--- src/hdl/pfd_pkg.sv ---
// package for the pll fm demodulator: widths, register indexes, cordic table
`default_nettype none
package pfd_pkg;
    localparam int CORDIC_STAGES = 24;
    localparam int PHASE_BITS    = 32;
    localparam int CW            = 40;   // cordic datapath width
    localparam int AW            = 46;   // accumulator width for freq values and q24 products
    localparam int STG_W         = 5;

    localparam logic [2:0] REG_BETA  = 3'd0;
    localparam logic [2:0] REG_ALPHA = 3'd1;
    localparam logic [2:0] REG_LIMIT = 3'd2;
    localparam logic [2:0] REG_DCA   = 3'd3;
    localparam logic [2:0] REG_GAIN  = 3'd4;

    typedef struct packed {
        logic [24:0] beta;
        logic [24:0] alpha;
        logic [31:0] limit;
        logic [24:0] dca;
        logic [31:0] gain;
    } t_cfg;

    function automatic logic [31:0] atan_tab(input logic [STG_W-1:0] i);
        logic [31:0] v;
        unique case (i)
            5'd0:  v = 32'd536870912;
            5'd1:  v = 32'd316933406;
            5'd2:  v = 32'd167458907;
            5'd3:  v = 32'd85004756;
            5'd4:  v = 32'd42667331;
            5'd5:  v = 32'd21354465;
            5'd6:  v = 32'd10679838;
            5'd7:  v = 32'd5340245;
            5'd8:  v = 32'd2670163;
            5'd9:  v = 32'd1335087;
            5'd10: v = 32'd667544;
            5'd11: v = 32'd333772;
            5'd12: v = 32'd166886;
            5'd13: v = 32'd83443;
            5'd14: v = 32'd41722;
            5'd15: v = 32'd20861;
            5'd16: v = 32'd10430;
            5'd17: v = 32'd5215;
            5'd18: v = 32'd2608;
            5'd19: v = 32'd1304;
            5'd20: v = 32'd652;
            5'd21: v = 32'd326;
            5'd22: v = 32'd163;
            5'd23: v = 32'd81;
            5'd24: v = 32'd41;
            5'd25: v = 32'd20;
            5'd26: v = 32'd10;
            5'd27: v = 32'd5;
            5'd28: v = 32'd3;
            5'd29: v = 32'd1;
            5'd30: v = 32'd1;
            default: v = 32'd0;
        endcase
        return v;
    endfunction
endpackage
`default_nettype wire

--- src/hdl/pfd_cordic.sv ---
// iterative vectoring cordic: one micro-rotation per cycle, returns the angle
`default_nettype none
module pfd_cordic import pfd_pkg::*; (
    input  wire logic          i_clk,
    input  wire logic          i_rst_n,
    input  wire logic          i_start,
    input  wire logic [15:0]   i_x,
    input  wire logic [15:0]   i_y,
    output logic               o_done,
    output logic [31:0]        o_angle
);
    logic signed [CW-1:0] r_x, r_y, n_x, n_y;
    logic [31:0] r_z, n_z;
    logic [STG_W-1:0] r_i, n_i;
    logic r_busy, n_busy, n_done;

    always_comb begin
        logic signed [CW-1:0] x0, y0, dx, dy;
        x0 = CW'(signed'(i_x)) <<< 14;
        y0 = CW'(signed'(i_y)) <<< 14;
        n_x = r_x; n_y = r_y; n_z = r_z; n_i = r_i; n_busy = r_busy; n_done = 1'b0;
        dx = r_y >>> r_i;
        dy = r_x >>> r_i;
        if (i_start) begin
            // quarter-turn pre-rotation into the right half plane
            if (x0 < 0) begin
                if (y0 >= 0) begin
                    n_x = y0; n_y = -x0; n_z = 32'h4000_0000;
                end else begin
                    n_x = -y0; n_y = x0; n_z = 32'hC000_0000;
                end
            end else begin
                n_x = x0; n_y = y0; n_z = '0;
            end
            n_i = '0;
            n_busy = 1'b1;
        end else if (r_busy) begin
            if (r_y > 0) begin
                n_x = r_x + dx; n_y = r_y - dy; n_z = r_z + atan_tab(r_i);
            end else begin
                n_x = r_x - dx; n_y = r_y + dy; n_z = r_z - atan_tab(r_i);
            end
            n_i = r_i + 1'b1;
            if (r_i == STG_W'(CORDIC_STAGES - 1)) begin
                n_busy = 1'b0;
                n_done = 1'b1;
            end
        end
    end

    always_ff @(posedge i_clk) begin
        r_x <= n_x; r_y <= n_y; r_z <= n_z; r_i <= n_i;
        if (!i_rst_n) begin
            r_busy <= 1'b0;
            o_done <= 1'b0;
        end else begin
            r_busy <= n_busy;
            o_done <= n_done;
        end
    end

    assign o_angle = r_z;
endmodule
`default_nettype wire

--- src/hdl/pfd_loop.sv ---
// loop filter sequencer: one shared q24 multiplier, clamps and audio scaling
`default_nettype none
module pfd_loop import pfd_pkg::*; (
    input  wire logic          i_clk,
    input  wire logic          i_rst_n,
    input  wire logic          i_start,
    input  wire logic [31:0]   i_err,
    input  wire t_cfg          i_cfg,
    output logic               o_done,
    output logic [31:0]        o_audio,
    output logic [31:0]        o_phase
);
    localparam logic [2:0] S_IDLE  = 3'd0;
    localparam logic [2:0] S_MAG   = 3'd1;
    localparam logic [2:0] S_LO    = 3'd2;
    localparam logic [2:0] S_HI    = 3'd3;
    localparam logic [2:0] S_APPLY = 3'd4;
    localparam logic [2:0] S_DIFF  = 3'd5;

    // which product the multiplier is working on
    localparam logic [1:0] OP_BETA  = 2'd0;
    localparam logic [1:0] OP_ALPHA = 2'd1;
    localparam logic [1:0] OP_DC    = 2'd2;
    localparam logic [1:0] OP_AUD   = 2'd3;

    logic [2:0] r_st;
    logic [1:0] r_sel;
    logic signed [AW-1:0] r_freq, r_avg, r_op, r_acc;
    logic [31:0] r_k, r_phase, r_audio;
    logic [35:0] r_mag;
    logic r_neg, r_done;
    logic [51:0] r_plo;      // mag * k[15:0]

    logic [15:0] khalf;
    logic [51:0] prod;
    logic [67:0] t;
    logic signed [AW-1:0] q, lim, dmax, f_sum, a_sum, diff;

    // product of magnitude and coefficient halves, one 36x16 multiply per cycle
    assign khalf = (r_st == S_LO) ? r_k[15:0] : r_k[31:16];
    assign prod  = r_mag * khalf;

    // rounded q24 result as signed
    assign t = ({16'd0, prod} << 16) + {16'd0, r_plo} + 68'h80_0000;
    assign q = r_neg ? -AW'(t[67:24]) : AW'(t[67:24]);

    assign lim   = AW'({1'b0, i_cfg.limit});
    assign dmax  = AW'(36'sh1_FFFF_FFFF);
    assign f_sum = r_freq + r_acc;
    assign a_sum = r_avg + r_acc;
    assign diff  = r_freq - r_avg;

    // sequencer: magnitude, low half, high half, then apply the product; a diff step sets up the audio product
    always_ff @(posedge i_clk) begin
        if (!i_rst_n) begin
            r_st    <= S_IDLE;
            r_freq  <= '0;
            r_avg   <= '0;
            r_phase <= '0;
        end else begin
            unique case (r_st)
                S_IDLE: begin
                    if (i_start) begin
                        r_op  <= AW'(signed'(i_err));
                        r_k   <= {7'd0, i_cfg.beta};
                        r_sel <= OP_BETA;
                        r_st  <= S_MAG;
                    end
                end
                S_MAG: begin
                    r_neg <= r_op < 0;
                    r_mag <= (r_op < 0) ? 36'(-r_op) : 36'(r_op);
                    r_st  <= S_LO;
                end
                S_LO: begin
                    r_plo <= prod;
                    r_st  <= S_HI;
                end
                S_HI: begin
                    r_acc <= q;
                    r_st  <= S_APPLY;
                end
                S_APPLY: begin
                    unique case (r_sel)
                        OP_BETA: begin
                            if (f_sum > lim) r_freq <= lim;
                            else if (f_sum < -lim) r_freq <= -lim;
                            else r_freq <= f_sum;
                            r_k   <= {7'd0, i_cfg.alpha};
                            r_sel <= OP_ALPHA;
                            r_st  <= S_MAG;
                        end
                        OP_ALPHA: begin
                            r_phase <= r_phase + 32'(r_freq + r_acc);
                            r_op    <= diff;
                            r_k     <= {7'd0, i_cfg.dca};
                            r_sel   <= OP_DC;
                            r_st    <= S_MAG;
                        end
                        OP_DC: begin
                            if (a_sum > dmax) r_avg <= dmax;
                            else if (a_sum < -dmax) r_avg <= -dmax;
                            else r_avg <= a_sum;
                            r_sel <= OP_AUD;
                            r_st  <= S_DIFF;
                        end
                        OP_AUD: begin
                            if (r_acc > AW'(64'sd2147483647)) r_audio <= 32'h7FFF_FFFF;
                            else if (r_acc < -AW'(64'sd2147483648)) r_audio <= 32'h8000_0000;
                            else r_audio <= r_acc[31:0];
                            r_st <= S_IDLE;
                        end
                    endcase
                end
                // difference against the updated average feeds the audio gain
                S_DIFF: begin
                    r_op <= diff;
                    r_k  <= i_cfg.gain;
                    r_st <= S_MAG;
                end
                default: r_st <= S_IDLE;
            endcase
        end
    end

    // one-cycle pulse once the audio sample is saturated
    always_ff @(posedge i_clk) begin
        if (!i_rst_n) r_done <= 1'b0;
        else r_done <= (r_st == S_APPLY) && (r_sel == OP_AUD);
    end

    assign o_done  = r_done;
    assign o_audio = r_audio;
    assign o_phase = r_phase;
endmodule
`default_nettype wire

--- src/hdl/pll_fm_demodulator.sv ---
// Second-order PLL FM demodulator top level.
// Input channel s_axis: tdata holds i_sample [15:0], q_sample [31:16];
// tlast carries block_last. Output channel m_axis: tdata holds the
// saturated 32-bit audio; tlast is the copy of block_last.
// Configuration: i_cfg_we, i_cfg_idx, i_cfg_data write one register per
// cycle: 0 beta, 1 alpha, 2 freq limit, 3 dc alpha, 4 audio gain.
// One item at a time: an item passes the 24 serial cordic micro-rotations
// with their start and pre-rotation, then the four q24 multiplies of the
// loop filter, each in magnitude, low half, high half and apply steps on
// one shared 36x16 multiplier. A zero input sample skips the cordic.
// s_axis_tready is low while an item is in work and drops in the cycle
// after the accept; it rises when the result moves into the output
// register, so no new item is taken before the last result is out.
// When the receiver stalls, a result waits in the output register and the
// next finished result waits in the loop until the register frees; the
// input stays blocked meanwhile.
// Reset (synchronous, active low) clears the NCO phase, frequency and DC
// average, restores the register defaults and empties the output register.
`default_nettype none
module pll_fm_demodulator import pfd_pkg::*; (
    input  wire logic        i_clk,
    input  wire logic        i_rst_n,
    input  wire logic        s_axis_tvalid,
    output logic             s_axis_tready,
    input  wire logic [31:0] s_axis_tdata,   // i_sample [15:0], q_sample [31:16]
    input  wire logic        s_axis_tlast,
    output logic             m_axis_tvalid,
    input  wire logic        m_axis_tready,
    output logic [31:0]      m_axis_tdata,   // audio [31:0]
    output logic             m_axis_tlast,
    input  wire logic        i_cfg_we,
    input  wire logic [2:0]  i_cfg_idx,
    input  wire logic [31:0] i_cfg_data
);
    t_cfg r_cfg;
    logic r_busy, r_last, r_zero, r_loop_go, r_started, r_cstart, r_pend;
    logic [15:0] r_xi, r_xq;
    logic acc, cor_start, cor_done, loop_done, out_load;
    logic [31:0] ang, audio, phase, err, ph;

    // config registers
    always_ff @(posedge i_clk) begin
        if (!i_rst_n) begin
            r_cfg.beta  <= 25'd33554;
            r_cfg.alpha <= 25'd750316;
            r_cfg.limit <= 32'd3435973837;
            r_cfg.dca   <= 25'd1341436;
            r_cfg.gain  <= 32'd10485760;
        end else if (i_cfg_we) begin
            unique case (i_cfg_idx)
                REG_BETA:  r_cfg.beta  <= i_cfg_data[24:0];
                REG_ALPHA: r_cfg.alpha <= i_cfg_data[24:0];
                REG_LIMIT: r_cfg.limit <= i_cfg_data;
                REG_DCA:   r_cfg.dca   <= i_cfg_data[24:0];
                REG_GAIN:  r_cfg.gain  <= i_cfg_data;
                default: ;
            endcase
        end
    end

    assign s_axis_tready = !r_busy;
    assign acc = s_axis_tvalid && s_axis_tready;
    // a finished result moves out when the output register is free or leaving
    assign out_load = (loop_done || r_pend) && (!m_axis_tvalid || m_axis_tready);

    // capture item
    always_ff @(posedge i_clk) begin
        if (acc) begin
            r_xi <= s_axis_tdata[15:0];
            r_xq <= s_axis_tdata[31:16];
            r_last <= s_axis_tlast;
            r_zero <= (s_axis_tdata == 32'd0);
        end
    end

    // item in work until its result reaches the output register
    always_ff @(posedge i_clk) begin
        if (!i_rst_n) r_busy <= 1'b0;
        else if (acc) r_busy <= 1'b1;
        else if (out_load) r_busy <= 1'b0;
    end

    // start the loop after the cordic, or directly for a zero sample
    always_ff @(posedge i_clk) begin
        if (!i_rst_n) r_loop_go <= 1'b0;
        else r_loop_go <= cor_done || (r_busy && r_zero && !r_loop_go && !r_started);
    end

    always_ff @(posedge i_clk) begin
        if (!i_rst_n) r_started <= 1'b0;
        else if (acc) r_started <= 1'b0;
        else if (r_loop_go) r_started <= 1'b1;
    end

    assign cor_start = r_busy && !r_zero && !r_started && !r_cstart;
    always_ff @(posedge i_clk) begin
        if (!i_rst_n || acc) r_cstart <= 1'b0;
        else if (cor_start) r_cstart <= 1'b1;
    end

    pfd_cordic u_cordic (
        .i_clk, .i_rst_n, .i_start(cor_start), .i_x(r_xi), .i_y(r_xq),
        .o_done(cor_done), .o_angle(ang)
    );

    // phase error = -(angle + phase - quarter turn)
    assign ph  = phase & ~((32'd1 << (32 - PHASE_BITS)) - 32'd1);
    assign err = r_zero ? 32'd0 : 32'd0 - (ang + ph - 32'h4000_0000);

    pfd_loop u_loop (
        .i_clk, .i_rst_n, .i_start(r_loop_go), .i_err(err), .i_cfg(r_cfg),
        .o_done(loop_done), .o_audio(audio), .o_phase(phase)
    );

    // finished result waiting for the output register
    always_ff @(posedge i_clk) begin
        if (!i_rst_n) r_pend <= 1'b0;
        else if (out_load) r_pend <= 1'b0;
        else if (loop_done) r_pend <= 1'b1;
    end

    // output register
    always_ff @(posedge i_clk) begin
        if (out_load) begin
            m_axis_tdata <= audio;
            m_axis_tlast <= r_last;
        end
        if (!i_rst_n) m_axis_tvalid <= 1'b0;
        else if (out_load) m_axis_tvalid <= 1'b1;
        else if (m_axis_tready) m_axis_tvalid <= 1'b0;
    end
endmodule
`default_nettype wire

--- config.mk ---
export PLATFORM = sky130hd
export DESIGN_NAME = pll_fm_demodulator
export DESIGN_NICKNAME = d
export VERILOG_FILES = /design/src/hdl/pfd_pkg.sv /design/src/hdl/pfd_cordic.sv /design/src/hdl/pfd_loop.sv /design/src/hdl/pll_fm_demodulator.sv
export SDC_FILE = /design/constraint.sdc
export NUM_CORES = 2
export LEC_CHECK = 0
export ABC_AREA = 1
export BUFFER_PORTS_ARGS = -buffer_cell sky130_fd_sc_hd__buf_2
export CORE_UTILIZATION = 35
export DETAILED_ROUTE_END_ITERATION = 6
export PLACE_DENSITY_LB_ADDON = 0.08
export SETUP_SLACK_MARGIN = 0.5
export SLEW_MARGIN = 20
export SYNTH_ARGS = -nofsm -noshare
export SYNTH_HDL_FRONTEND = slang
export SYNTH_SLANG_ARGS = --single-unit
--- constraint.sdc ---
create_clock -name i_clk -period 26.9 [get_ports i_clk]
set_clock_uncertainty 0.2 [all_clocks]
set_input_delay 2.69 -clock i_clk [delete_from_list [all_inputs] [get_ports i_clk]]
set_output_delay 2.69 -clock i_clk [all_outputs]
set_load 0.005 [all_outputs]
# --- Yosys cells after proc, flatten, opt, wreduce, memory -nomap -nowiden ---
# Memories as Yosys holds them, arrays and structs flattened. A register that Yosys moved wholly into a read port is not among the register bits.
# Index checks and enable logic that the tools add are counted.
word_totals:
  regBits: 706
  mem_count: 2
  output_inout_bits: 35
  mem_bits_ro: 1920
mem_list:
  columns: ["name", "depth", "width", "rd", "rd_clocked_by_memory_dff", "write_ports", "line_no", "text"]
  rows:
  - ["(name not given)", 32, 30, 1, 1, 0, "pfd_pkg.sv:26", "unique case (i)"]
  - ["(name not given)", 32, 30, 1, 1, 0, "pfd_pkg.sv:26", null]
classes:
  mul: 1
  bitwise: 2
  addsub: 21
  n_eq_ne: 17
  n_reduce_logical: 48
  mux: 54
  shifts: 2
  n_lt_le_gt_ge: 10
op_table:
  columns: ["cell", "count"]
  rows:
  - ["32-bit 2-to-1 mux", 14]
  - ["40-bit 2-to-1 mux", 10]
  - ["46-bit 2-to-1 mux", 6]
  - ["46-bit case mux with 3 select lines", 1]
  - ["32-bit adder", 3]
  - ["32-bit case mux with 3 select lines", 1]
  - ["46-bit adder", 2]
  - ["40-bit adder", 2]
  - ["30-bit negation with 40-bit output", 2]
  - ["40-bit by 5-bit >>> shifter with 40-bit output", 2]
  - ["40-bit subtractor", 2]
  - ["68-bit by 24-bit adder with 68-bit output, second input constant", 1]
  - ["68-bit by 52-bit adder with 68-bit output", 1]
  - ["32-bit case mux with 2 select lines", 1]
  - ["36-bit by 16-bit multiplier with 52-bit output", 1]
  - ["46-bit by 32-bit > comparator with 1-bit output, second input constant", 1]
  - ["46-bit by 33-bit > comparator with 1-bit output", 1]
  - ["46-bit by 34-bit > comparator with 1-bit output, second input constant", 1]
  - ["46-bit by 1-bit less-than comparator with 1-bit output, second input constant", 1]
  - ["46-bit by 32-bit less-than comparator with 1-bit output, second input constant", 1]
  - ["46-bit by 34-bit less-than comparator with 1-bit output, second input constant", 1]
  - ["46-bit less-than comparator", 1]
  - ["32-bit negation with 46-bit output", 1]
  - ["44-bit negation with 46-bit output", 1]
  - ["other kinds (43)", 97]

# --- Longest topological paths before layout ---
logic_depth:
  ltp_word: 9
  mapped_depth: 57
  ltp_nobuf: 55

# --- Modules after synthesis ---
# Synthesis repeated with hierarchy kept, for this count alone.
hier_totals:
  cells_unflattened: 11934
  hier_area_um2: 82376.5
by_module_without_submodules:
  columns: ["module", "cells_per_inst", "area_each_um2", "n_inst"]
  rows:
  - ["pfd_loop", 7098, 51131.5, 1]
  - ["pfd_cordic", 3521, 21132.8, 1]
  - ["pll_fm_demodulator", 1315, 10112.2, 1]

# --- Least setup slack after synthesis ---
# Ideal clock, no wire load.
synth_path:
  path_type: "reg2reg"
  from: "reg u_loop.r_st[1]"
  to: "reg u_loop.r_acc[38], data pin"
  stages_incl_launch_ff: 50
  setup_slack_ps: 17845
  t_arrival_ps: 8597
  t_required_ps: 26442
  n_path_buf: 3
  period_less_slack_ps: 9055
  cell_sequence: "dfxtp_1 > clkbuf_2 > nand2_4 > inv_1 > clkbuf_1 > or2_2 > o21ai_1 > clkinv_1 > clkbuf_1 > nand2_1 > fa_1 > fa_1 > inv_1 > fa_1 > fa_1 > fa_1 > inv_1 > fa_1 > [14 not listed] > a21oi_1 > a21boi_0 > nand2_1 > a21oi_1 > nand3_2 > nand3_4 > nor2_2 > nand2_1 > nand2_1 > nand2_1 > nand2_1 > inv_2 > nand3_1 > inv_1 > nand2_1 > nand2_1 > nand2_1 > xnor2_1"
synth_between:
  elab_chain_cells: 7
synth_rtl:
  columns: ["item", "line_no", "text"]
  rows:
  - ["start, declared", "pfd_loop.sv:26", "logic [2:0] r_st;"]
  - ["start signal, assigned", "pfd_loop.sv:56", "r_st <= S_IDLE;"]
  - ["start signal, assigned", "pfd_loop.sv:67", "r_st <= S_MAG;"]
  - ["start signal, assigned", "pfd_loop.sv:73", "r_st <= S_LO;"]
  - ["3-bit by 2-bit == test with 1-bit output (*)", "pfd_loop.sv:40", "assign khalf = (r_st == S_LO) ? r_k[15:0] : r_k[31:16];"]
  - ["16-bit 2-to-1 mux (*)", "pfd_loop.sv:40", null]
  - ["36-bit by 16-bit multiplier with 52-bit output (*)", "pfd_loop.sv:41", "assign prod = r_mag * khalf;"]
  - ["via u_loop.prod[28]", "pfd_loop.sv:35", "logic [51:0] prod;"]
  - ["68-bit by 52-bit adder with 68-bit output (*)", "pfd_loop.sv:44", "assign t = ({16'd0, prod} << 16) + {16'd0, r_plo} + 68'h80_0000;"]
  - ["68-bit by 24-bit adder with 68-bit output (*)", "pfd_loop.sv:44", null]
  - ["44-bit negation with 46-bit output", "pfd_loop.sv:45", "assign q = r_neg ? -AW'(t[67:24]) : AW'(t[67:24]);"]
  - ["44-bit 2-to-1 mux (*)", "pfd_loop.sv:45", null]
  - ["via u_loop.q[38]", "pfd_loop.sv:37", "logic signed [AW-1:0] q, lim, dmax, f_sum, a_sum, diff;"]
  - ["end signal, assigned", "pfd_loop.sv:80", "r_acc <= q;"]
  - ["end, declared", "pfd_loop.sv:28", "logic signed [AW-1:0] r_freq, r_avg, r_op, r_acc;"]
# The timed path passes the listed nets; every way through them passes the cells marked *.
# A chain may end at the register's enable or synchronous reset.

# --- Worst setup path in the final report ---
layout_path:
  from: "reg u_loop.r_st[0]"
  to: "reg u_loop.r_acc[45], data pin"
layout_between:
  elab_chain_cells: 6
layout_rtl:
  columns: ["item", "line_no"]
  rows:
  - ["3-bit by 2-bit == test with 1-bit output", "pfd_loop.sv:40"]
  - ["16-bit 2-to-1 mux", "pfd_loop.sv:40"]
  - ["36-bit by 16-bit multiplier with 52-bit output", "pfd_loop.sv:41"]
  - ["via u_loop.prod[23]", "pfd_loop.sv:35"]
  - ["68-bit by 52-bit adder with 68-bit output", "pfd_loop.sv:44"]
  - ["68-bit by 24-bit adder with 68-bit output", "pfd_loop.sv:44"]
  - ["44-bit negation with 46-bit output", "pfd_loop.sv:45"]
# The timed path passes the listed nets, and every way through them passes these cells.

==> impl_metrics.yaml <==
route:
  wl_met3_microns: 15800
  drt_iter0_markers: 5856
  top_layer: "met5"
  met1_length_microns: 145000
  totalWireLength_microns: 320000
  post-route-drc-count: 0
  ant_nets: 0
  viasPerCell: 5.26
  first_pass_iters: 6
  vias: 75298
  route.met2.wl_microns: 147000
  wl_per_cell_microns: 22.4
clock_network:
  cts_tree: "done"
  clock-sinks: 711
  cts-root-buf: "clkbuf_16"
  cts.repair.resized: 0
  htree_num_levels: 3
  clkTransAtPathRegs_ns: 0.06
  ctsHoldBuffers: 0
  clockBufferDepth: 3
  clock_latency_ns: 0.75
  post_cts_buffers: 0
  numCtsBuffers: 90
worst_setup_path:
  crit_path_end: "u_loop.r_acc[45]"
  crit_fanout: 29
  end_kind: "flop"
  critPathLaunch: "u_loop.r_st[0]"
  start_kind: "flop"
  r2r-end: "u_loop.r_acc[45]"
  path_buf_inv: 9
  cp_slowest_cell: "clkinv_1"
  reg2reg_depth: 42
  rrSetupSlack_ns: 15.03
  criticalPathCategory: "reg -> reg"
  worstSetupPathDepth: 42
  required_ns: 27.16
  arrival_ns: 12.13
  crit_family: "adder cells"
  max_stage_delay_ns: 0.89
  r2r-start: "u_loop.r_st[0]"
synthesis:
  synth_cell_types: 86
  muxShareOfSynthArea_pct: 0.734
  synthArstFlopShare_pct: 0
  synth_warnings: 0
  synth_fa_ha_area_share_pct: 22.1
  synth-main-ff-cell: "edfxtp_1"
  synth_edf_count: 401
  synthSimpleGateAreaFrac_pct: 24.5
  synth_top_family_by_area: "simple AND/OR/NAND/NOR gates"
  synth-compound-area-share_pct: 14.9
  synthCells: 11249
  avgSynthCellArea_sq_um: 7.04
  seq_area_frac_synth_pct: 23.0
  netlist_area_sq_mm: 0.0792
  ys_ff_latch: 711
  synth_fp_nets: 12435
  synth_xor_area_share_pct: 4.46
sta:
  hold_viol: 0
  fin_crit_sh_pct: 44.1
  rsz0062_at_grt: "no"
  setup_viol: 0
  setup_tns_ns: 0
  fin_crit_ns: 11.87
  relSlewSlack_pct: 13.8
  clock.fmax_mhz: 84.2
  slew_viol_final: 0
  worstMarginPinSlew_ns: 1.28
floorplan:
  coreArea_sq_mm: 0.225
  die_w_microns: 478
  chipHeight_microns: 478
  ioPinCount: 108
  rows: 174
  dieArea_sq_mm: 0.228
  start_util_pct: 35.2
placed_design:
  hpwl_microns: 262000
  gp_congestion: 1.00
  numPortBuffers: 107
grt:
  grt_usage_pct: 27.6
  antenna_found_initial: 15
  grt_max_degree: 124
  grt_pass1_vias: 73926
  grt_pass1_wl_microns: 476000
  grt_remaining_overflow: 0
layout:
  syn_to_final_growth_pct: 8.87
  multi_input_area_sq_mm: 0.0530
  drive_gt1_share_pct: 5.37
  seq_area_sq_mm: 0.0183
  fillCellCount: 24108
  num-nets-final: 12415
outcome:
  outcome: "finished clean"
min_path:
  min_path_type: "reg -> reg"
job:
  cap_viol_max_count: 0
through the flow:
step	cell area, sq um	cells	hold WS (ns)	util (%)	setup WS, ns
after floorplan	79200	11249	0.200	-	17.85
after global placement	83100	14127	0.203	36.9	14.79
after detailed placement	83100	14128	0.205	36.9	15.04
after global routing	86300	14299	0.208	38.4	14.24
after CTS	86200	14297	0.208	38.3	14.99
final	86300	14303	0.201	38.4	15.03
area by class of cell:
class / count / share of cell area (%)
Antenna cell: 5 / 0.0145
Timing Repair Buffer: 222 / 1.65
Inverter: 1777 / 7.74
Clock buffer: 119 / 2.92
Clock inverter: 50 / 0.715
Multi-Input combinational cell: 8427 / 61.5
Sequential cell: 711 / 21.2
Tap cell: 2992 / 4.34
metal layers:
metal  vias up  global-route usage [%]
li1      36430                       -
met1     36332                    37.9
met2      2152                    45.3
met3       382                    2.50
met4         2                    9.68
met5         -                       0
flip-flops by register name (all words and copies together), names as in the netlist, 36 cells and up, named ones only:
register / cells
u_loop.r_op: 37
u_cordic.r_x: 40
u_loop.r_mag: 36
u_loop.r_freq: 46
u_loop.r_avg: 46
u_loop.r_acc: 46
u_loop.r_plo: 36
u_cordic.r_y: 40
r_cfg: 139
cells in the final DEF (no fill, tap or decap), types with 14 or more instances in the layout:
master	Yosys	final
nand2_1	2643	2639
inv_1	1730	1724
nor2_1	1269	1258
a21oi_1	775	775
o21ai_0	722	720
ha_1	631	631
fa_1	482	482
edfxtp_1	401	401
nand3_1	347	347
dfxtp_1	310	305
xor2_1	260	260
o21ai_1	162	154
a31oi_1	140	140
xnor2_1	138	138
buf_4	9	112
buf_2	41	106
nand4_1	105	105
nor3_1	107	102
clkbuf_16	0	94
o211ai_1	78	78
nor4_1	62	61
mux2i_1	57	57
o21a_1	52	52
or2_2	49	49
o21bai_1	36	36
o21ai_2	25	35
inv_2	27	32
clkinv_1	19	26
a21boi_0	25	25
nand2_2	21	24
nor2_2	21	24
a21o_1	21	21
clkbuf_1	237	17
or2_1	15	15
o221ai_1	15	15
nand3b_1	15	15
nor2_4	6	14
worst min-delay path by stage:
stage / startpoint / cells after the start / slack, ns / endpoint
floorplan: u_loop.o_audio[0] / 0 / 0.20 / m_axis_tdata[0]
global placement: u_loop.o_audio[8] / 0 / 0.20 / m_axis_tdata[8]
detailed placement: u_loop.o_audio[5] / 0 / 0.21 / m_axis_tdata[5]
CTS: u_loop.o_audio[2] / 0 / 0.21 / m_axis_tdata[2]
global route: u_loop.o_audio[2] / 0 / 0.21 / m_axis_tdata[2]
finish: u_loop.o_audio[2] / 0 / 0.20 / m_axis_tdata[2]
kinds of logic after synthesis:
kind of cell,Yosys count
simple gates,4723
mux,58
buf+inv,2111
compound gates,2132
xor+xnor,401
flops,711
fa+ha+maj,1113
synthesized netlist by cell type (27+ instances only):
library cell  number  area (sq um)
nand2_1         2643          9920
inv_1           1730          6490
nor2_1          1269          4760
a21oi_1          775          3880
o21ai_0          722          3610
ha_1             631          7900
fa_1             482          9650
edfxtp_1         401         12000
nand3_1          347          1740
dfxtp_1          310          6210
xor2_1           260          2280
clkbuf_1         237           890
o21ai_1          162           811
a31oi_1          140           876
xnor2_1          138          1210
nor3_1           107           536
nand4_1          105           657
o211ai_1          78           586
nor4_1            62           388
mux2i_1           57           571
o21a_1            52           390
or2_2             49           307
buf_2             41           205
o21bai_1          36           270
buf_1             31           116
inv_2             27           101
Power is not shown: default switching activity piles up to over one toggle a cycle in this logic, so the estimate is an artifact.
